File: src/sv/assert_macros.svh
// Assertion macros shared by the trimmed mean scorer RTL.
`ifndef ASSERT_MACROS_SVH
`define ASSERT_MACROS_SVH

// Check a property on every rising clk edge outside reset.
`define TMS_ASSERT(lbl, prop, msg) \
    lbl: assert property (@(posedge clk) disable iff (!rst_n) prop) \
        else $error(msg);

// Check that expr holds in the cycle after cond, outside reset.
`define TMS_ASSERT_NEXT(lbl, cond, expr, msg) \
    lbl: assert property (@(posedge clk) disable iff (!rst_n) (cond) |=> (expr)) \
        else $error(msg);

`endif

File: src/sv/tms_pkg.sv
// Shared constants, types and controller states of the trimmed mean scorer.
`default_nettype none

package tms_pkg;

    localparam int ScoreW          = 12;
    localparam int MeanW           = 12;
    localparam int SumOutW         = 16;
    localparam int JudgeCountW     = 5;
    localparam int ScoreCap        = 2560;
    localparam int MinJudges       = 3;
    localparam int TrimDrop        = 2;
    localparam int JudgeCountReset = 3;
    localparam int MaxJudgesDef    = 16;

    typedef enum logic [1:0] {
        ST_IDLE,
        ST_DIV,
        ST_WAIT
    } state_t;

    typedef struct packed {
        logic acc_en;
        logic div_start;
        logic div_step;
        logic out_load;
    } cmd_t;

    typedef struct packed {
        logic group_done;
        logic div_last;
        logic out_free;
    } sts_t;

endpackage

`default_nettype wire

File: src/sv/tms_div.sv
// Restoring divider, one quotient bit per step.
`default_nettype none
`include "assert_macros.svh"

module tms_div #(
    parameter int SUM_W = 16,
    parameter int CNT_W = 5
) (
    input  logic             clk,
    input  logic             rst_n,
    input  logic             start,
    input  logic             step,
    input  logic [SUM_W-1:0] dividend,
    input  logic [CNT_W-1:0] divisor,
    output logic [SUM_W-1:0] quotient,
    output logic             last
);
    import tms_pkg::*;

    localparam int STEP_W = (SUM_W > 1) ? $clog2(SUM_W) : 1;

    logic [CNT_W-1:0]  rem_reg, rem_next;
    logic [SUM_W-1:0]  quo_reg, quo_next;
    logic [CNT_W-1:0]  dvs_reg, dvs_next;
    logic [STEP_W-1:0] cnt_reg, cnt_next;
    logic [CNT_W:0]    shifted;
    logic [CNT_W:0]    diff;
    logic              ge;

    always_comb
    begin
        shifted  = {rem_reg, quo_reg[SUM_W-1]};
        diff     = shifted - {1'b0, dvs_reg};
        ge       = (shifted >= {1'b0, dvs_reg});
        rem_next = rem_reg;
        quo_next = quo_reg;
        dvs_next = dvs_reg;
        cnt_next = cnt_reg;
        if (start)
        begin
            rem_next = '0;
            quo_next = dividend;
            dvs_next = divisor;
            cnt_next = STEP_W'(SUM_W - 1);
        end
        else if (step)
        begin
            rem_next = ge ? diff[CNT_W-1:0] : shifted[CNT_W-1:0];
            quo_next = {quo_reg[SUM_W-2:0], ge};
            cnt_next = cnt_reg - STEP_W'(1);
        end
    end

    always_ff @(posedge clk or negedge rst_n)
    begin
        if (!rst_n)
        begin
            cnt_reg <= '0;
        end
        else
        begin
            cnt_reg <= cnt_next;
        end
    end

    always_ff @(posedge clk)
    begin
        rem_reg <= rem_next;
        quo_reg <= quo_next;
        dvs_reg <= dvs_next;
    end

    assign quotient = quo_reg;
    assign last     = (cnt_reg == '0);

    `TMS_ASSERT(a_mean_in_range, (step && last) |=> (quo_reg <= SUM_W'(ScoreCap)), "mean above cap")

endmodule

`default_nettype wire

File: src/sv/tms_dp.sv
// Datapath: score accumulation, group detection, divider and result registers.
`default_nettype none
`include "assert_macros.svh"

module tms_dp #(
    parameter int MAX_JUDGES = tms_pkg::MaxJudgesDef
) (
    input  logic                            clk,
    input  logic                            rst_n,
    input  tms_pkg::cmd_t                   cmd,
    output tms_pkg::sts_t                   sts,
    input  logic                            cfg_wen,
    input  logic [tms_pkg::JudgeCountW-1:0] cfg_wdata,
    input  logic [tms_pkg::ScoreW-1:0]      score,
    output logic                            result_valid,
    input  logic                            result_stall,
    output logic [tms_pkg::MeanW-1:0]       trimmed_mean,
    output logic [tms_pkg::SumOutW-1:0]     total_sum,
    output logic [tms_pkg::ScoreW-1:0]      highest_score,
    output logic [tms_pkg::ScoreW-1:0]      lowest_score
);
    import tms_pkg::*;

    localparam int SumBits = $clog2(MAX_JUDGES * ScoreCap + 1);
    localparam int SUM_W   = (SumBits > SumOutW) ? SumBits : SumOutW;
    localparam int CNT_W   = $clog2(MAX_JUDGES + 1);
    localparam int CMP_W   = (CNT_W > JudgeCountW) ? CNT_W : JudgeCountW;

    logic [JudgeCountW-1:0] judge_count_reg, judge_count_next;
    logic [SUM_W-1:0]       sum_reg, sum_next;
    logic [ScoreW-1:0]      high_reg, high_next;
    logic [ScoreW-1:0]      low_reg, low_next;
    logic [CNT_W-1:0]       seen_reg, seen_next;
    logic [SUM_W-1:0]       pend_sum_reg, pend_sum_next;
    logic [ScoreW-1:0]      pend_high_reg, pend_high_next;
    logic [ScoreW-1:0]      pend_low_reg, pend_low_next;
    logic                   valid_reg, valid_next;
    logic [MeanW-1:0]       mean_reg, mean_next;
    logic [SumOutW-1:0]     tsum_reg, tsum_next;
    logic [ScoreW-1:0]      ohigh_reg, ohigh_next;
    logic [ScoreW-1:0]      olow_reg, olow_next;

    logic [ScoreW-1:0]      sat;
    logic                   first;
    logic [ScoreW-1:0]      high_new;
    logic [ScoreW-1:0]      low_new;
    logic [SUM_W-1:0]       sum_new;
    logic [CNT_W-1:0]       taken;
    logic [CMP_W-1:0]       taken_c;
    logic [CMP_W-1:0]       jc_c;
    logic                   group_done;
    logic [SUM_W-1:0]       dividend;
    logic [CNT_W-1:0]       divisor;
    logic [SUM_W-1:0]       quotient;
    logic                   div_last;

    always_comb
    begin
        sat        = (score > ScoreW'(ScoreCap)) ? ScoreW'(ScoreCap) : score;
        first      = (seen_reg == '0);
        high_new   = (first || sat > high_reg) ? sat : high_reg;
        low_new    = (first || sat < low_reg) ? sat : low_reg;
        sum_new    = sum_reg + SUM_W'(sat);
        taken      = seen_reg + CNT_W'(1);
        taken_c    = CMP_W'(taken);
        jc_c       = CMP_W'(judge_count_reg);
        group_done = (taken_c >= CMP_W'(MinJudges))
                     && ((taken_c >= jc_c) || (taken_c >= CMP_W'(MAX_JUDGES)));
        dividend   = sum_new - SUM_W'(high_new) - SUM_W'(low_new);
        divisor    = taken - CNT_W'(TrimDrop);
    end

    always_comb
    begin
        judge_count_next = cfg_wen ? cfg_wdata : judge_count_reg;
        sum_next         = sum_reg;
        high_next        = high_reg;
        low_next         = low_reg;
        seen_next        = seen_reg;
        if (cmd.acc_en)
        begin
            if (group_done)
            begin
                sum_next  = '0;
                high_next = '0;
                low_next  = '0;
                seen_next = '0;
            end
            else
            begin
                sum_next  = sum_new;
                high_next = high_new;
                low_next  = low_new;
                seen_next = taken;
            end
        end
        pend_sum_next  = cmd.div_start ? sum_new : pend_sum_reg;
        pend_high_next = cmd.div_start ? high_new : pend_high_reg;
        pend_low_next  = cmd.div_start ? low_new : pend_low_reg;
        valid_next     = valid_reg;
        if (cmd.out_load)
        begin
            valid_next = 1'b1;
        end
        else if (valid_reg && !result_stall)
        begin
            valid_next = 1'b0;
        end
        mean_next  = cmd.out_load ? quotient[MeanW-1:0] : mean_reg;
        tsum_next  = cmd.out_load ? pend_sum_reg[SumOutW-1:0] : tsum_reg;
        ohigh_next = cmd.out_load ? pend_high_reg : ohigh_reg;
        olow_next  = cmd.out_load ? pend_low_reg : olow_reg;
    end

    always_ff @(posedge clk or negedge rst_n)
    begin
        if (!rst_n)
        begin
            judge_count_reg <= JudgeCountW'(JudgeCountReset);
            sum_reg         <= '0;
            high_reg        <= '0;
            low_reg         <= '0;
            seen_reg        <= '0;
            valid_reg       <= 1'b0;
        end
        else
        begin
            judge_count_reg <= judge_count_next;
            sum_reg         <= sum_next;
            high_reg        <= high_next;
            low_reg         <= low_next;
            seen_reg        <= seen_next;
            valid_reg       <= valid_next;
        end
    end

    always_ff @(posedge clk)
    begin
        pend_sum_reg  <= pend_sum_next;
        pend_high_reg <= pend_high_next;
        pend_low_reg  <= pend_low_next;
        mean_reg      <= mean_next;
        tsum_reg      <= tsum_next;
        ohigh_reg     <= ohigh_next;
        olow_reg      <= olow_next;
    end

    tms_div #(
        .SUM_W (SUM_W),
        .CNT_W (CNT_W)
    ) u_div (
        .clk      (clk),
        .rst_n    (rst_n),
        .start    (cmd.div_start),
        .step     (cmd.div_step),
        .dividend (dividend),
        .divisor  (divisor),
        .quotient (quotient),
        .last     (div_last)
    );

    assign sts.group_done = group_done;
    assign sts.div_last   = div_last;
    assign sts.out_free   = !valid_reg || !result_stall;

    assign result_valid  = valid_reg;
    assign trimmed_mean  = mean_reg;
    assign total_sum     = tsum_reg;
    assign highest_score = ohigh_reg;
    assign lowest_score  = olow_reg;

    `TMS_ASSERT(a_load_shows, cmd.out_load |=> result_valid, "loaded beat not shown")

endmodule

`default_nettype wire

File: src/sv/tms_ctrl.sv
// Controller state machine: accept, divide, hand over the result beat.
`default_nettype none
`include "assert_macros.svh"

module tms_ctrl (
    input  logic          clk,
    input  logic          rst_n,
    input  logic          score_valid,
    output logic          score_stall,
    input  tms_pkg::sts_t sts,
    output tms_pkg::cmd_t cmd
);
    import tms_pkg::*;

    state_t state_reg, state_next;
    logic   wait_busy;

    always_ff @(posedge clk or negedge rst_n)
    begin
        if (!rst_n)
        begin
            state_reg <= ST_IDLE;
        end
        else
        begin
            state_reg <= state_next;
        end
    end

    always_comb
    begin
        state_next  = state_reg;
        cmd         = '0;
        score_stall = 1'b1;
        case (state_reg)
            ST_IDLE:
            begin
                score_stall = 1'b0;
                cmd.acc_en  = score_valid;
                if (score_valid && sts.group_done)
                begin
                    cmd.div_start = 1'b1;
                    state_next    = ST_DIV;
                end
            end
            ST_DIV:
            begin
                cmd.div_step = 1'b1;
                if (sts.div_last)
                begin
                    state_next = ST_WAIT;
                end
            end
            ST_WAIT:
            begin
                if (sts.out_free)
                begin
                    cmd.out_load = 1'b1;
                    state_next   = ST_IDLE;
                end
            end
            default:
            begin
                state_next = ST_IDLE;
            end
        endcase
    end

    assign wait_busy = (state_reg == ST_WAIT) && !sts.out_free;

    `TMS_ASSERT_NEXT(a_start_divides, cmd.div_start, state_reg == ST_DIV, "divide not entered")
    `TMS_ASSERT_NEXT(a_wait_holds, wait_busy, state_reg == ST_WAIT, "result dropped while busy")

endmodule

`default_nettype wire

File: src/sv/trimmed_mean_scorer.sv
// Top level of the trimmed mean scorer.
// The last score of a group starts the divider; its result is loaded once the output is free.
// Throughput: one score per cycle within a group; scores then stall until the result is loaded.
// The SUM_W-step restoring divider holds off new scores while it runs.
// Reset: async active low; clears the group, the result valid and sets judge_count to 3.
`default_nettype none

module trimmed_mean_scorer #(
    parameter int MAX_JUDGES = tms_pkg::MaxJudgesDef
) (
    input  logic                            clk,
    input  logic                            rst_n,
    input  logic                            cfg_wen,
    input  logic [tms_pkg::JudgeCountW-1:0] cfg_wdata,
    input  logic                            score_valid,
    output logic                            score_stall,
    input  logic [tms_pkg::ScoreW-1:0]      score,
    output logic                            result_valid,
    input  logic                            result_stall,
    output logic [tms_pkg::MeanW-1:0]       trimmed_mean,
    output logic [tms_pkg::SumOutW-1:0]     total_sum,
    output logic [tms_pkg::ScoreW-1:0]      highest_score,
    output logic [tms_pkg::ScoreW-1:0]      lowest_score
);
    import tms_pkg::*;

    cmd_t cmd;
    sts_t sts;

    tms_ctrl u_ctrl (
        .clk         (clk),
        .rst_n       (rst_n),
        .score_valid (score_valid),
        .score_stall (score_stall),
        .sts         (sts),
        .cmd         (cmd)
    );

    tms_dp #(
        .MAX_JUDGES (MAX_JUDGES)
    ) u_dp (
        .clk           (clk),
        .rst_n         (rst_n),
        .cmd           (cmd),
        .sts           (sts),
        .cfg_wen       (cfg_wen),
        .cfg_wdata     (cfg_wdata),
        .score         (score),
        .result_valid  (result_valid),
        .result_stall  (result_stall),
        .trimmed_mean  (trimmed_mean),
        .total_sum     (total_sum),
        .highest_score (highest_score),
        .lowest_score  (lowest_score)
    );

endmodule

`default_nettype wire
File: config.mk
export PLATFORM = sky130hd
export DESIGN_NAME = trimmed_mean_scorer
export DESIGN_NICKNAME = d
export VERILOG_FILES = /design/src/sv/tms_pkg.sv /design/src/sv/tms_div.sv /design/src/sv/tms_dp.sv /design/src/sv/tms_ctrl.sv /design/src/sv/trimmed_mean_scorer.sv
export VERILOG_INCLUDE_DIRS = /design/src /design/src/sv
export SDC_FILE = /design/constraint.sdc
export NUM_CORES = 1
export LEC_CHECK = 0
export CAP_MARGIN = 10
export CORE_MARGIN = 2
export CORE_UTILIZATION = 39
export CTS_BUF_LIST = sky130_fd_sc_hd__clkbuf_8
export DETAILED_ROUTE_END_ITERATION = 7
export DONT_BUFFER_PORTS = 1
export SYNTH_ARGS = -nofsm -noshare
export SYNTH_HDL_FRONTEND = slang
export SYNTH_SLANG_ARGS = --single-unit
File: constraint.sdc
create_clock -name clk -period 11.1 [get_ports clk]
set_input_delay 1.11 -clock clk [delete_from_list [all_inputs] [get_ports clk]]
set_output_delay 1.11 -clock clk [all_outputs]
set_load 0.005 [all_outputs]
==> insert_results.sql, run 1 <==
INSERT INTO impl_metrics (metric_group, metric, value, unit) VALUES
('run_status', 'outcome', 'complete, no violations', ''),
('synthesis', 'post_synth_inst_count', '760', ''),
('power', 'p_int', '1981', 'µW'),
('synthesis', 'post_synth_num_cell_types', '68', ''),
('timing', 'timing.final.crit_period', '6.870', 'ns'),
('clock_tree', 'clock-root-buffer', 'sky130_fd_sc_hd__clkbuf_8', ''),
('clock_tree', 'cts.sinks', '175', ''),
('worst_setup_path', 'critical_path_peak_fanout', '13', ''),
('worst_setup_path', 'worstPathBufferInverterCount', '1', ''),
('global_routing', 'grt_first_pass_wirelength', '31220', 'µm'),
('job', 'max-cap-violations', '0', ''),
('power', 'netSwitchingFraction', '42.79', '%'),
('floorplanning', 'die_h', '156.9', 'µm'),
('worst_setup_path', 'crit_path_frequent_cell', 'sky130_fd_sc_hd__ha_1', ''),
('timing', 'clock.fmax', '0.1456', 'GHz'),
('power', 'power.share.combinational', '56.4', '%'),
('power', 'power_leakage', '0.004050', 'µW'),
('power', 'vdd_drop_max', '176.7', 'µV'),
('drt', 'avgViaCountPerCell', '5.219', ''),
('clock_tree', 'cts_inserted_buffers', '17', ''),
('global_routing', 'globalRouteTotalUtil', '16.64', '%'),
('global_routing', 'grt_start_max_net_pins', '58', ''),
('timing', 'grt_setup_unrepaired', 'no', ''),
('global_routing', 'vias_in_the_first_global_route', '5597', ''),
('clock_tree', 'clock_insertion_delay_worst_skew', '0.47', 'ns'),
('power', 'share_seq_of_total_power', '30.4', '%'),
('timing', 'max-slew-margin-rel', '38.90', '%'),
('power', 'design_power_total', '3462', 'µW'),
('timing', 'fin_skew', '0.02059', 'ns'),
('timing', 'final.setup.worst_slack', '4.230', 'ns'),
('place', 'hpwl_dp', '13760', 'µm'),
('synthesis', 'synth_edf_count', '113', ''),
('final_layout', 'finish.utilization', '43.22', '%'),
('floorplanning', 'chipWidth', '156.9', 'µm'),
('clock_tree', 'hold_buffers', '0', ''),
('final_layout', 'drive_above_1_share', '9.245', '%'),
('synthesis', 'synth_ff_type', 'sky130_fd_sc_hd__edfxtp_1', ''),
('floorplanning', 'core_area', '22780', 'µm²'),
('clock_tree', 'cts_tree', 'done', ''),
('final_layout', 'area_growth', '7.929', '%'),
('timing', 'finalHoldViolations', '0', ''),
('worst_setup_path', 'crit_type', 'input pin to flip-flop', ''),
('final_layout', 'layoutNonFillerInstCount', '1081', ''),
('worst_setup_path', 'critical_path.slowest_cell', 'sky130_fd_sc_hd__o21ai_2', ''),
('clock_tree', 'cts.path.max_buffers', '2', ''),
('synthesis', 'net_count_of_the_mapped_netlist', '857', ''),
('worst_setup_path', 'critical_path.cell_chain', 'o21ai_2 -> nand2b_1 -> ha_1 -> nand4_1 -> or3_1 -> or2_1 -> a21oi_2 -> buf_4 -> mux2i_1 -> fa_1 -> ha_1 -> nor2b_1 -> o21ai_0 -> a21o_1 -> a211oi_1 -> o41ai_1 -> a21boi_0 -> o311a_1 -> o31ai_1', ''),
('final_layout', 'final_net_count', '852', ''),
('floorplanning', 'die-area', '24630', 'µm²'),
('worst_setup_path', 'cp.required', '11.40', 'ns'),
('global_routing', 'gr-total-overflow', '0', ''),
('power', 'p_per_area', '351.6', 'nW/µm²'),
('power', 'clockPowerShare', '13.2', '%'),
('drt', 'routed-via-count', '5642', ''),
('place', 'placement.setup.worst_slack', '3.855', 'ns'),
('timing', 'tns', '0', 'ns'),
('drt', 'drc_violation_total_after_the_first_tritonroute_iteration', '414', ''),
('clock_tree', 'post_cts_resize_count', '0', ''),
('synthesis', 'post_synth.cell_area_avg', '12.00', 'µm²'),
('global_routing', 'number_of_antenna_violations_at_the_first_check_in_global_routing', '1', ''),
('final_layout', 'antenna_cells_inserted', '0', ''),
('synthesis', 'ys_async_sr_fraction', '32.57', '%'),
('worst_setup_path', 'worstPathArrival', '7.16', 'ns'),
('clock_tree', 'path_clk_slew', '0.10', 'ns'),
('worst_setup_path', 'crit_path_max_incr_delay', '0.50', 'ns'),
('drt', 'drt.antenna.violating_nets', '0', ''),
('synthesis', 'netlist_area', '9121', 'µm²'),
('drt', 'totalWireLength', '19310', 'µm'),
('floorplanning', 'design.portCount', '76', ''),
('drt', 'drt-wirelength-per-cell', '17.86', 'µm'),
('synthesis', 'synth_sequential_area_ratio', '53.96', '%');
-- worst paths after layout --
check	start	end	slack, ns	cells after the start
hold reg to reg	u_dp.pend_high_reg[8]	u_dp.highest_score[8]	0.43	0
setup reg to reg	u_dp.high_reg[5]	u_dp.u_div.quotient[14]	5.39	19
hold / removal	rst_n	u_dp.sum_reg[11]	0.33	0
max in group asynchronous	rst_n	u_dp.jc_c[0]	10.60	0
min in group clk	u_dp.pend_high_reg[8]	u_dp.highest_score[8]	0.43	0
setup / recovery	score[9]	u_dp.u_div.quotient[14]	4.23	19
-- synthesized netlist by cell type, drive strengths merged (3+ instances only) --
master	count	area, µm²
o211ai	5	37.54
xor2	11	96.34
nor4	6	37.54
inv	67	251.5
edfxtp	113	3393
a32o	12	120.1
clkbuf	24	90.09
nor2	23	86.33
or2	5	31.28
buf	10	63.81
a22o	17	148.9
dfrtp	55	1376
mux2	17	191.4
o21ai	39	198.9
maj3	3	30.03
mux2i	22	220.2
nand3	15	75.07
o31ai	8	60.06
nand2	64	240.2
dfxtp	5	100.1
nor2b	7	43.79
nor3	10	55.05
and3	5	31.28
nand2b	8	50.05
ha	61	763.2
a21oi	32	163.9
fa	14	280.3
a211oi	7	52.55
nand4	3	18.77
xnor2	21	183.9
a21o	19	142.6
o41ai	4	57.56
and2	15	96.35
-- power groups by stage --
stage	clock (µW)	sequential, µW	combinational, µW
after floorplan	0	1020	1550
after CTS	474	1050	1970
final	457	1050	1950
after global routing	497	1080	2210
after detailed placement	0	1070	1950
after global placement	0	1070	1940
-- layout by cell type (no fill, tap or decap), types with 9 or more instances in the layout --
| master | n |
|---|---|
| sky130_fd_sc_hd__and2_1 | 13 |
| sky130_fd_sc_hd__mux2i_1 | 22 |
| sky130_fd_sc_hd__a21o_1 | 19 |
| sky130_fd_sc_hd__a21oi_1 | 29 |
| sky130_fd_sc_hd__nand3_1 | 15 |
| sky130_fd_sc_hd__a32o_1 | 12 |
| sky130_fd_sc_hd__mux2_2 | 11 |
| sky130_fd_sc_hd__dfrtp_1 | 55 |
| sky130_fd_sc_hd__xnor2_1 | 21 |
| sky130_fd_sc_hd__nor3_1 | 9 |
| sky130_fd_sc_hd__o21ai_0 | 36 |
| sky130_fd_sc_hd__inv_1 | 67 |
| sky130_fd_sc_hd__ha_1 | 61 |
| sky130_fd_sc_hd__xor2_1 | 11 |
| sky130_fd_sc_hd__nand2_1 | 64 |
| sky130_fd_sc_hd__a22o_1 | 17 |
| sky130_fd_sc_hd__buf_4 | 10 |
| sky130_fd_sc_hd__edfxtp_1 | 113 |
| sky130_fd_sc_hd__nor2_1 | 23 |
| sky130_fd_sc_hd__clkbuf_8 | 17 |
| sky130_fd_sc_hd__fa_1 | 14 |
-- area by class of cell --
cell class,count,area (µm²)
multi-input combinational,484,3809
timing repair buffer,10,75.07
clock buffer,17,234.0
clock inverter,15,161.4
inverter,67,251.5
sequential,175,4922
fill,2104,12930
tap,313,391.6
-- stage by stage --
step | hold slack (ns) | instance area (µm²)
final | 0.3302 | 9844
after CTS | 0.2914 | 9844
after detailed placement | 0.4045 | 9449
after global routing | 0.2795 | 9844
after global placement | 0.4021 | 9449
after floorplan | 0.4003 | 9121
-- logic make-up (layout without fill, tap and decap cells) --
| family | count (synthesis) | in the layout | synth area share [%] |
|---|---|---|---|
| simple gates | 168 | 168 | 8.985 |
| flops | 175 | 175 | 53.96 |
| mux | 39 | 39 | 4.513 |
| compound gates | 167 | 167 | 13.25 |
| xor+xnor | 32 | 32 | 3.073 |
| buf+inv | 101 | 109 | 4.444 |
| fa+ha+maj | 78 | 78 | 11.77 |
-- per-layer routing --
metal  global-route usage (%)  wire length [µm]  up-vias  part of all wire (%)
li1                         -                 -     2756                     -
met1                    23.11              9344     2719                    48
met2                    25.36              8618      135                    45
met3                    4.185               801       30                   4.1
met4                    5.854               531        2                   2.8
met5                        0                11        -                 0.057
Power figures use the tool's default switching activity.
==> inputs of run 2 (changes only) <==
- clock period: 11.1 -> 6.25 ns (I/O delays scaled with it)
==> insert_results.sql, run 2 (synthesis results as in run 1) <==
INSERT INTO impl_metrics (metric_group, metric, value, unit) VALUES
('worst_setup_path', 'r2r_cells', '19', ''),
('final_layout', 'seqCellArea', '4922', 'µm²'),
('timing', 'tns', '0', 'ns'),
('final_layout', 'multiInputGateArea', '3809', 'µm²'),
('floorplanning', 'die-area', '24630', 'µm²'),
('drt', 'drt.antenna.violating_nets', '0', ''),
('clock_tree', 'cts_tree', 'done', ''),
('power', 'vdd_drop_max', '342.4', 'µV'),
('power', 'share_seq_of_total_power', '29.9', '%'),
('final_layout', 'area_growth', '9.589', '%'),
('global_routing', 'grt_first_pass_wirelength', '30940', 'µm'),
('timing', 'max-slew-margin-rel', '25.38', '%'),
('power', 'power.share.combinational', '56.8', '%'),
('timing', 'finalHoldViolations', '0', ''),
('power', 'p_per_area', '625.8', 'nW/µm²'),
('timing', 'min_period_over_period', '91.79', '%'),
('drt', 'routed-via-count', '5721', ''),
('floorplanning', 'design.portCount', '76', ''),
('clock_tree', 'cts.path.max_buffers', '2', ''),
('run_status', 'outcome', 'complete, no violations', ''),
('global_routing', 'number_of_antenna_violations_at_the_first_check_in_global_routing', '3', ''),
('power', 'p_int', '3602', 'µW'),
('final_layout', 'layoutNonFillerInstCount', '1098', ''),
('floorplanning', 'chipWidth', '156.9', 'µm'),
('drt', 'drt-wirelength-per-cell', '17.83', 'µm'),
('timing', 'clock.fmax', '0.1743', 'GHz'),
('power', 'netSwitchingFraction', '42.42', '%'),
('final_layout', 'layout.cells.most_common', 'sky130_fd_sc_hd__edfxtp_1', ''),
('clock_tree', 'clock-root-buffer', 'sky130_fd_sc_hd__clkbuf_8', ''),
('worst_setup_path', 'critical_path_peak_fanout', '11', ''),
('place', 'place.detailed.instances', '1061', ''),
('timing', 'drv_slew', '0', ''),
('timing', 'fin_skew', '0.01550', 'ns'),
('clock_tree', 'path_clk_slew', '0.09', 'ns'),
('worst_hold_path', 'timing.hold.worst.class', 'input pin to async pin', ''),
('final_layout', 'drive_above_1_share', '10.74', '%'),
('timing', 'grt_setup_unrepaired', 'no', ''),
('clock_tree', 'post_cts_resize_count', '0', ''),
('final_layout', 'mostFrequentLayoutCells', 'sky130_fd_sc_hd__edfxtp_1 (113), sky130_fd_sc_hd__inv_1 (68), sky130_fd_sc_hd__nand2_1 (64), sky130_fd_sc_hd__ha_1 (61), sky130_fd_sc_hd__dfrtp_1 (55)', ''),
('floorplanning', 'initial_core_utilization', '40.04', '%'),
('place', 'hpwl_dp', '14210', 'µm'),
('timing', 'tightest_slew', '1.119', 'ns'),
('global_routing', 'globalRouteTotalUtil', '16.60', '%'),
('worst_setup_path', 'cp-end-kind', 'flip-flop', ''),
('final_layout', 'final_net_count', '866', ''),
('job', 'max-cap-violations', '0', ''),
('timing', 'worst_hold_slack', '0.02036', 'ns'),
('drt', 'drc_violation_total_after_the_first_tritonroute_iteration', '350', ''),
('power', 'p_switching', '2653', 'µW'),
('place', 'routabilityCongestion', '0.8703', ''),
('clock_tree', 'cts.sinks', '175', ''),
('clock_tree', 'clock_insertion_delay_worst_skew', '0.47', 'ns'),
('worst_setup_path', 'cp.required', '6.54', 'ns'),
('global_routing', 'vias_in_the_first_global_route', '5619', ''),
('final_layout', 'fill_cells', '2134', ''),
('drt', 'avgViaCountPerCell', '5.210', ''),
('timing', 'timing.final.crit_period', '5.737', 'ns'),
('global_routing', 'gr-total-overflow', '0', ''),
('power', 'design_power_total', '6255', 'µW'),
('place', 'port_buffers', '0', ''),
('timing', 'final-setup-viol-count', '0', ''),
('power', 'power_leakage', '0.004138', 'µW'),
('global_routing', 'grt_start_max_net_pins', '58', ''),
('drt', 'dr.pass1.iters', '4', ''),
('power', 'clockPowerShare', '13.3', '%'),
('worst_setup_path', 'worst_r2r_startpoint', 'u_dp.low_reg[8]', ''),
('floorplanning', 'die_h', '156.9', 'µm'),
('floorplanning', 'placement_rows', '55', ''),
('worst_setup_path', 'rr_endpoint', 'u_dp.u_div.quotient[15]', ''),
('worst_setup_path', 'crit_type', 'input pin to flip-flop', ''),
('worst_setup_path', 'setup_slack_of_the_worst_register_to_register_path', '0.84', 'ns'),
('drt', 'totalWireLength', '19580', 'µm'),
('clock_tree', 'htreeDepth', '4', ''),
('clock_tree', 'cts_inserted_buffers', '17', ''),
('worst_setup_path', 'critPathLaunchType', 'input pin', ''),
('floorplanning', 'core_area', '22780', 'µm²'),
('worst_setup_path', 'worstPathArrival', '6.03', 'ns'),
('drt', 'post-route-drc-count', '0', '');
## run 2: changes by cell type in the layout (fill, tap and decap cells not counted), sizes merged
cell / previous run / this run
buf: 10 / 24
diode: 0 / 3
clkinv: 5 / 3
bufinv: 2 / 3
clkbuf: 17 / 18
## run 2: area by class of cell
type | count | area share (%)
diodes | 3 | 0.07510
clock buffers | 18 | 2.478
clock inverters | 14 | 1.665
inverters | 67 | 2.516
multi-input cells | 484 | 38.10
flip-flops and latches | 175 | 49.24
well taps | 313 | 3.918
repair buffers | 24 | 2.003
## run 2: power by group through the flow
stage / registers, µW / clock network [µW] / logic [µW]
4_1_cts: 1870 / 857 / 3560
6_report: 1870 / 830 / 3550
2_1_floorplan: 1810 / 0 / 2750
3_3_place_gp: 1890 / 0 / 3490
5_1_grt: 1910 / 900 / 3960
3_5_place_dp: 1890 / 0 / 3530
## run 2: how the worst max path moves through the flow
stage	startpoint	to	slack, ns	depth (start not counted)
floorplan	score[9]	u_dp.u_div.quotient[15]	0.53	24
global placement	score[9]	u_dp.u_div.quotient[14]	0.19	20
detailed placement	score[9]	u_dp.u_div.quotient[14]	0.13	20
CTS	score[9]	u_dp.u_div.quotient[14]	0.60	20
global route	score[9]	u_dp.u_div.quotient[15]	0.09	21
finish	score[9]	u_dp.u_div.quotient[15]	0.51	21
## run 2: routing by layer
layer	wire, µm	vias up	share of wire, %	global-route usage, %
met2	8877	116	45	25.50
li1	-	2777	-	-
met4	357	0	1.8	6.073
met1	9508	2805	49	22.85
met3	830	23	4.2	4.047
met5	0	-	0	0
## run 2: repair_timing
item,CTS,global route
hold buffers,1,0
setup buffers,0,0
hold endpoints to repair,57,0
## run 2: stage by stage
stage                     util [%]  setup WS [ns]  area [µm²]
after global routing         43.86        0.09409        9991
after global placement       41.88         0.1886        9539
after detailed placement     41.88         0.1328        9539
after CTS                    43.82         0.6006        9981
after floorplan                  -         0.5267        9121
final                        43.88         0.5131        9996
## run 2: critical path, cell delays in order
cell                       delay [ns]
sky130_fd_sc_hd__o21ai_2         0.38
sky130_fd_sc_hd__and2_0          0.39
sky130_fd_sc_hd__ha_1            0.30
sky130_fd_sc_hd__inv_1           0.05
sky130_fd_sc_hd__o21bai_1        0.06
sky130_fd_sc_hd__a211oi_1        0.25
sky130_fd_sc_hd__o21ai_0         0.16
sky130_fd_sc_hd__a21oi_1         0.23
sky130_fd_sc_hd__or3_1           0.45
sky130_fd_sc_hd__mux2_2          0.43
sky130_fd_sc_hd__ha_1            0.32
sky130_fd_sc_hd__inv_1           0.05
sky130_fd_sc_hd__ha_1            0.31
sky130_fd_sc_hd__a211oi_1        0.25
sky130_fd_sc_hd__nor2_1          0.15
sky130_fd_sc_hd__o41ai_2         0.31
sky130_fd_sc_hd__a21oi_1         0.17
sky130_fd_sc_hd__a311o_1         0.41
sky130_fd_sc_hd__a31o_2          0.28
sky130_fd_sc_hd__o31a_1          0.24
sky130_fd_sc_hd__o31ai_1         0.19
==> inputs of run 3 (changes only) <==
- PLACE_DENSITY_LB_ADDON: unset -> 0.25
==> insert_results.sql, run 3 (synthesis results as in run 1) <==
INSERT INTO impl_metrics (metric_group, metric, value, unit) VALUES
('drt', 'drc_violation_total_after_the_first_tritonroute_iteration', '359', ''),
('floorplanning', 'die-area', '24630', 'µm²'),
('timing', 'drv_slew', '0', ''),
('final_layout', 'multiInputGateArea', '3812', 'µm²'),
('timing', 'tns', '0', 'ns'),
('final_layout', 'mostFrequentLayoutCells', 'sky130_fd_sc_hd__edfxtp_1 (113), sky130_fd_sc_hd__inv_1 (69), sky130_fd_sc_hd__nand2_1 (64), sky130_fd_sc_hd__ha_1 (61), sky130_fd_sc_hd__dfrtp_1 (55)', ''),
('clock_tree', 'clock_insertion_delay_worst_skew', '0.46', 'ns'),
('worst_hold_path', 'timing.hold.worst.class', 'input pin to async pin', ''),
('global_routing', 'globalRouteTotalUtil', '17.69', '%'),
('timing', 'grt_setup_unrepaired', 'no', ''),
('drt', 'highest_layer', 'met5', ''),
('clock_tree', 'cts.sinks', '175', ''),
('final_layout', 'finish.utilization', '44.22', '%'),
('timing', 'clock.fmax', '0.1771', 'GHz'),
('place', 'place.detailed.instances', '1066', ''),
('timing', 'final.setup.worst_slack', '0.6028', 'ns'),
('worst_setup_path', 'critical_path.slowest_cell', 'sky130_fd_sc_hd__fa_1', ''),
('drt', 'drt.antenna.violating_nets', '0', ''),
('worst_setup_path', 'crit_type', 'input pin to flip-flop', ''),
('drt', 'dr.pass1.iters', '4', ''),
('worst_setup_path', 'path_delay_family', 'compound AO/OA/AOI/OAI gates', ''),
('clock_tree', 'post-cts-setup-buffer-count', '0', ''),
('clock_tree', 'clock-root-buffer', 'sky130_fd_sc_hd__clkbuf_8', ''),
('floorplanning', 'initial_core_utilization', '40.04', '%'),
('drt', 'avgViaCountPerCell', '5.295', ''),
('worst_setup_path', 'cp-end-kind', 'flip-flop', ''),
('clock_tree', 'htreeDepth', '4', ''),
('final_layout', 'seqCellArea', '4922', 'µm²'),
('drt', 'drt-wirelength-per-cell', '18.94', 'µm'),
('floorplanning', 'design.portCount', '76', ''),
('drt', 'post-route-drc-count', '0', ''),
('final_layout', 'layout.cells.most_common', 'sky130_fd_sc_hd__edfxtp_1', ''),
('global_routing', 'gr-total-overflow', '0', ''),
('final_layout', 'layoutNonFillerInstCount', '1100', ''),
('drt', 'totalWireLength', '20830', 'µm'),
('worst_setup_path', 'worstPathArrival', '5.93', 'ns'),
('final_layout', 'fill_cells', '2082', ''),
('drt', 'routed-via-count', '5825', ''),
('final_layout', 'antenna_cells_inserted', '0', ''),
('final_layout', 'final_net_count', '871', ''),
('global_routing', 'grt_start_max_net_pins', '58', ''),
('global_routing', 'grt_first_pass_wirelength', '32940', 'µm'),
('worst_setup_path', 'worst_setup_path_startpoint', 'score[9]', ''),
('global_routing', 'vias_in_the_first_global_route', '5917', ''),
('timing', 'tightest_slew', '1.119', 'ns'),
('worst_setup_path', 'critical_path_peak_fanout', '15', ''),
('timing', 'fin_skew', '0.01500', 'ns'),
('timing', 'timing.final.crit_period', '5.647', 'ns'),
('clock_tree', 'post_cts_resize_count', '0', ''),
('place', 'routabilityCongestion', '0.8367', ''),
('worst_setup_path', 'r2r_cells', '18', ''),
('timing', 'finalHoldViolations', '0', ''),
('worst_setup_path', 'critPathLaunchType', 'input pin', ''),
('global_routing', 'number_of_antenna_violations_at_the_first_check_in_global_routing', '1', ''),
('worst_setup_path', 'critical_path_depth_in_cells', '19', ''),
('run_status', 'outcome', 'complete, no violations', ''),
('drt', 'wl_met3', '738', 'µm'),
('worst_setup_path', 'setup_slack_of_the_worst_register_to_register_path', '0.91', 'ns'),
('timing', 'final-setup-viol-count', '0', ''),
('place', 'hpwl_dp', '15130', 'µm'),
('floorplanning', 'placement_rows', '55', ''),
('worst_setup_path', 'worst_r2r_startpoint', 'u_dp.high_reg[5]', ''),
('worst_setup_path', 'rr_endpoint', 'u_dp.u_div.quotient[14]', ''),
('timing', 'max-slew-margin-rel', '25.41', '%'),
('place', 'port_buffers', '0', ''),
('drt', 'm1WireLength', '9885', 'µm'),
('floorplanning', 'die_h', '156.9', 'µm'),
('drt', 'route.met2.wl', '9934', 'µm'),
('worst_setup_path', 'critical_path.cell_chain', 'o21ai_2 -> and2_1 -> ha_1 -> a21o_1 -> maj3_1 -> a21oi_1 -> o221ai_1 -> a21oi_2 -> buf_4 -> mux2i_1 -> fa_1 -> ha_1 -> or2_2 -> o31ai_1 -> a211oi_1 -> o41ai_1 -> a21boi_0 -> o311a_1 -> o31ai_1', ''),
('clock_tree', 'path_clk_slew', '0.10', 'ns'),
('worst_setup_path', 'cp.required', '6.53', 'ns'),
('worst_setup_path', 'crit_path_max_incr_delay', '0.47', 'ns'),
('timing', 'min_period_over_period', '90.36', '%'),
('final_layout', 'drive_above_1_share', '11.18', '%'),
('place', 'placement.setup.worst_slack', '0.1679', 'ns'),
('floorplanning', 'chipWidth', '156.9', 'µm'),
('final_layout', 'area_growth', '10.44', '%'),
('clock_tree', 'cts_tree', 'done', ''),
('clock_tree', 'cts.path.max_buffers', '2', ''),
('worst_setup_path', 'worstPathBufferInverterCount', '1', ''),
('floorplanning', 'core_area', '22780', 'µm²'),
('job', 'max-cap-violations', '0', ''),
('clock_tree', 'cts_inserted_buffers', '17', '');
==> run 3: cell types whose count changed in the layout (fill, tap and decap cells not counted), sizes merged, moves of 2 or more <==
cell / delta
bufinv: +2
buf: +5
inv: -3
diode: -3
==> run 3: layout make-up <==
cell class | count | share of cell area (%)
Multi-Input combinational cell | 484 | 37.85
Tap cell | 313 | 3.888
Clock inverter | 13 | 1.950
Clock buffer | 19 | 2.596
Sequential cell | 175 | 48.86
Timing Repair Buffer | 29 | 2.360
Inverter | 67 | 2.497
==> run 3: per-stage QoR <==
stage | hold slack (ns) | area, µm²
finish | 0.03416 | 10070
detailed placement | 0.3306 | 9580
CTS | 0.02540 | 10070
global placement | 0.3308 | 9580
floorplan | 0.3294 | 9121
global route | 0.01992 | 10070
==> run 3: how the worst max path moves through the flow <==
stage,slack (ns),to
3_5_place_dp,0.17,u_dp.u_div.quotient[14]
2_1_floorplan,0.53,u_dp.u_div.quotient[15]
6_report,0.60,u_dp.u_div.quotient[14]
5_1_grt,0.22,u_dp.u_div.quotient[15]
4_1_cts,0.65,u_dp.u_div.quotient[14]
3_3_place_gp,0.29,u_dp.u_div.quotient[15]
==> run 3: worst register-to-register path: cells and delay by family, from the launching register on <==
kind,cells,cell delay [ns]
AO/OA/AOI/OAI,10,2.37
buffers and inverters,2,0.38
multiplexers,1,0.30
flip-flops,1,0.39
AND/OR/NAND/NOR,1,0.29
adder cells (fa/ha/maj),4,1.43
==> run 3: routing by layer <==
metal	vias to the layer above	track usage (%)
met4	2	5.330
met2	116	28.61
met1	2903	23.94
met3	21	3.827
met5	-	0
li1	2783	-
==> run 3: timing repair <==
item                       4_1_cts  5_1_grt
hold buffers                     1        0
setup endpoints to repair        0        0
hold endpoints to repair        57        0
Power of run 3 is left out: the tool's default activity adds up to more than one toggle a clock period on the data nets, which glitch-free logic cannot reach.
